**src/gn3_ram.sv**
```systemverilog
// ----------------------------------------------------------------------------
// gn3_ram
// Single-port synchronous RAM, one access per cycle, registered read data.
// ----------------------------------------------------------------------------
module gn3_ram #(
	parameter int WIDTH = 8,
	parameter int DEPTH = 256
) (
	input  logic                     clk,
	input  logic                     en,
	input  logic                     we,
	input  logic [$clog2(DEPTH)-1:0] addr,
	input  logic [WIDTH-1:0]         wdata,
	output logic [WIDTH-1:0]         rdata
);

	logic [WIDTH-1:0] mem [DEPTH];

	// read data holds while en is low
	always_ff @(posedge clk) begin
		if (en) begin
			if (we) begin
				mem[addr] <= wdata;
			end else begin
				rdata <= mem[addr];
			end
		end
	end

endmodule

```
**config.mk**
```make
export PLATFORM = sky130hd
export DESIGN_NAME = gn3_ram
export DESIGN_NICKNAME = d
export VERILOG_FILES = /design/src/gn3_ram.sv
export SDC_FILE = /design/constraint.sdc
export NUM_CORES = 2
export LEC_CHECK = 0
export ABC_AREA = 1
export ABC_CLOCK_PERIOD_IN_PS = 5300
export BUFFER_PORTS_ARGS = -buffer_cell sky130_fd_sc_hd__buf_2
export CAP_MARGIN = 20
export CORE_MARGIN = 3
export CORE_UTILIZATION = 55
export CTS_CLUSTER_DIAMETER = 120
export DETAILED_ROUTE_END_ITERATION = 6
export GPL_ROUTABILITY_DRIVEN = 0
export PLACE_DENSITY = 0.7
export SYNTH_ARGS = -nofsm -noshare
export SYNTH_HDL_FRONTEND = slang
export SYNTH_SLANG_ARGS = --single-unit
```
**constraint.sdc**
```tcl
create_clock -name clk -period 5.3 [get_ports clk]
set_input_delay 0.53 -clock clk [delete_from_list [all_inputs] [get_ports clk]]
set_output_delay 0.53 -clock clk [all_outputs]
set_load 0.05 [all_outputs]
```
==> metrics.yaml <==
worst_setup_path:
  crit_fanout: 66
  crit_chain: "buf_8 -> inv_8 -> nor2_4 -> buf_4 -> nand2_1 -> nand3_1 -> nand2_1 -> nand2_1 -> o21ai_1 -> nand2_1 -> nor2_1 -> nor2_1 -> nor2_1 -> nand2_1"
  critPathArrivalTime_ps: 3920
  max_stage_delay_ps: 650
  r2r_setup_slack_ps: 2870
  cpMostUsedCell: "nand2_1"
  worstSetupPathType: "in2reg"
  start_kind: "primary input"
  cp_slowest_cell: "buf_4"
  critPathRequiredTime_ps: 6000
  cp-end-kind: "flip-flop"
timing:
  hold_violations: 0
  setup_violations: 0
  final-max-slew-violation-count: 0
  tightestPinTransition_ps: 1107
  timing.fmax_ghz: 0.3104
  slew_headroom_pct: 25.90
  fin_crit_ps: 3221
  skew_ps: 25.87
  fin_tns_setup_ps: 0
  fin_crit_sh_pct: 60.78
  rsz0062_at_grt: "no"
cells_and_area:
  area_delta_synth_final_pct: 9.380
  drive_above_1_share_pct: 5.038
  fin_cells: 10060
  final_util_pct: 60.80
  layout.nets: 7883
status:
  status: "complete, but fails checks"
  violations: "design-rule violations"
floorplanning:
  die_h_um: 398.7
  ios: 27
  dieArea_um2: 159000
  dieWidth_um: 398.7
  initial_core_util_pct: 55.59
  rows: 143
  coreArea_um2: 152600
logic_synthesis:
  syn-num-nets: 7979
  postSynthCellCount: 7960
  ys_seq_elements: 2056
  synthDistinctLibCells: 14
  ys_warn_count: 0
  syn_avg_cell_area_um2: 10.66
  synth_area_um2: 84840
  ys_seq_area_share_pct: 72.78
clock_tree:
  ctsLongestPathBuffers: 3
  cts.reportedPaths.clkPinSlew_ps: 60
  cts_buffers: 200
  cts_hold_buf: 0
  clk_latency_ps: 830
  clockRootBuffer: "clkbuf_16"
  cts.sinks: 2056
  cts-resized-gates: 0
  cts_htree_levels: 4
  post-cts-setup-buffers: 0
  cts_tree: "yes"
global_route:
  antenna_found_initial: 8
  use_met1_pct: 39.48
  overflow: 0
  grt_use_met3_pct: 5.136
  grt_busiest_layer: "met2"
  use_met2_pct: 43.55
  grt_pass1_wl_um: 332900
  grt_pass1_vias: 53490
  grt_max_degree: 175
  grtUsageTotal_pct: 27.91
routing:
  drt-initial-drc-count: 6973
  drt_wl_total_um: 222100
  dr_total_vias: 56550
  drc: 1
  wl_per_cell_um: 22.09
  antenna_left: 0
  routed_via_density: 5.624
  first_pass_iters: 7
power:
  peakVddDrop_uv: 349.8
  power.density_nw_per_um2: 356.0
  p_leak_uw: 0.03643
placed_design:
  numPortBuffers: 26
  place_inst: 9691
  place_hpwl_um: 123600
worst_hold_path:
  worstHoldPathType: "in2reg"
job:
  max-cap-violations: 0
==> worst max-delay path, delay by kind of cell <==
family | cells | cell delay (ps)
AND/OR/NAND/NOR | 10 | 1810
buffers and inverters | 3 | 1330
AO/OA/AOI/OAI | 1 | 100
==> sequential cells by signal, summed over array words and instances (netlist names) <==
name,cells
mem,2048
rdata,8
==> kinds of logic after synthesis <==
logic type | after synthesis | share of synthesized area (%)
compound gates | 128 | 0.7551
flops | 2056 | 72.78
buf+inv | 440 | 2.364
simple gates | 5336 | 24.11
==> synthesized netlist by cell type <==
cell | number | area, um^2
buf_6 | 9 | 101.4
inv_1 | 11 | 41.29
o21ai_1 | 128 | 640.6
clkbuf_1 | 161 | 604.3
nand3_1 | 256 | 1281
nand2_1 | 4695 | 17620
buf_2 | 214 | 1071
nand4_1 | 40 | 250.2
nor2_1 | 345 | 1295
inv_2 | 3 | 11.26
edfxtp_1 | 2056 | 61740
buf_4 | 5 | 37.54
buf_1 | 35 | 131.4
clkinv_1 | 2 | 7.510
==> through the flow <==
stage | power [uW] | hold WS [ps] | area, um^2 | setup WS, ps
after global routing | 33930 | 134.8 | 92780 | 1934
after global placement | 20080 | 984.9 | 86780 | 1394
after CTS | 33100 | 107.4 | 92770 | 2214
after floorplan | 19290 | 628.9 | 84840 | 2845
after detailed placement | 20100 | 958.9 | 86790 | 1348
final | 33040 | 132.3 | 92790 | 2079
==> power breakdown <==
| part | switching (uW) | internal, uW |
|---|---|---|
| logic | 1460 | 402 |
| clock network | 5930 | 7320 |
| registers | 13.4 | 17900 |
| total | 7410 | 25600 |
==> cell usage in the layout, fill, tap and decap left out, drive strengths merged <==
cell type  instances
buf              126
clkinv            86
inv               23
nand3            256
nand4             40
bufinv             6
nand2           4695
edfxtp          2056
clkbuf           257
diode              6
clkinvlp           1
nor2             345
o21ai            128
==> metal layers <==
layer  up-vias  routed length, um
li1      26050                  -
met1     27140              88890
met2      2917             102800
met3       441              22540
met4         2               7860
met5         -                 13
==> worst paths after layout <==
path / start / end / cells past startpoint
setup / recovery: addr[1] / rdata[3] / 14
hold / removal: wdata[4] / mem[127][4] / 1
setup reg to reg: mem[56][0] / rdata[0] / 12
hold reg to reg: mem[239][3] / rdata[3] / 10
==> cell type report <==
type                            instances  area, um^2
Tap cell                             2030        2540
Antenna cell                            6       15.01
Sequential cell                      2056       61740
Clock buffer                          257        5304
Multi-Input combinational cell       5464       21180
Timing Repair Buffer                  126        1264
Inverter                               16       85.08
Clock inverter                        100       670.6
Fill cell                           11940       59830
Note: power is estimated with default switching activity, not from simulation.
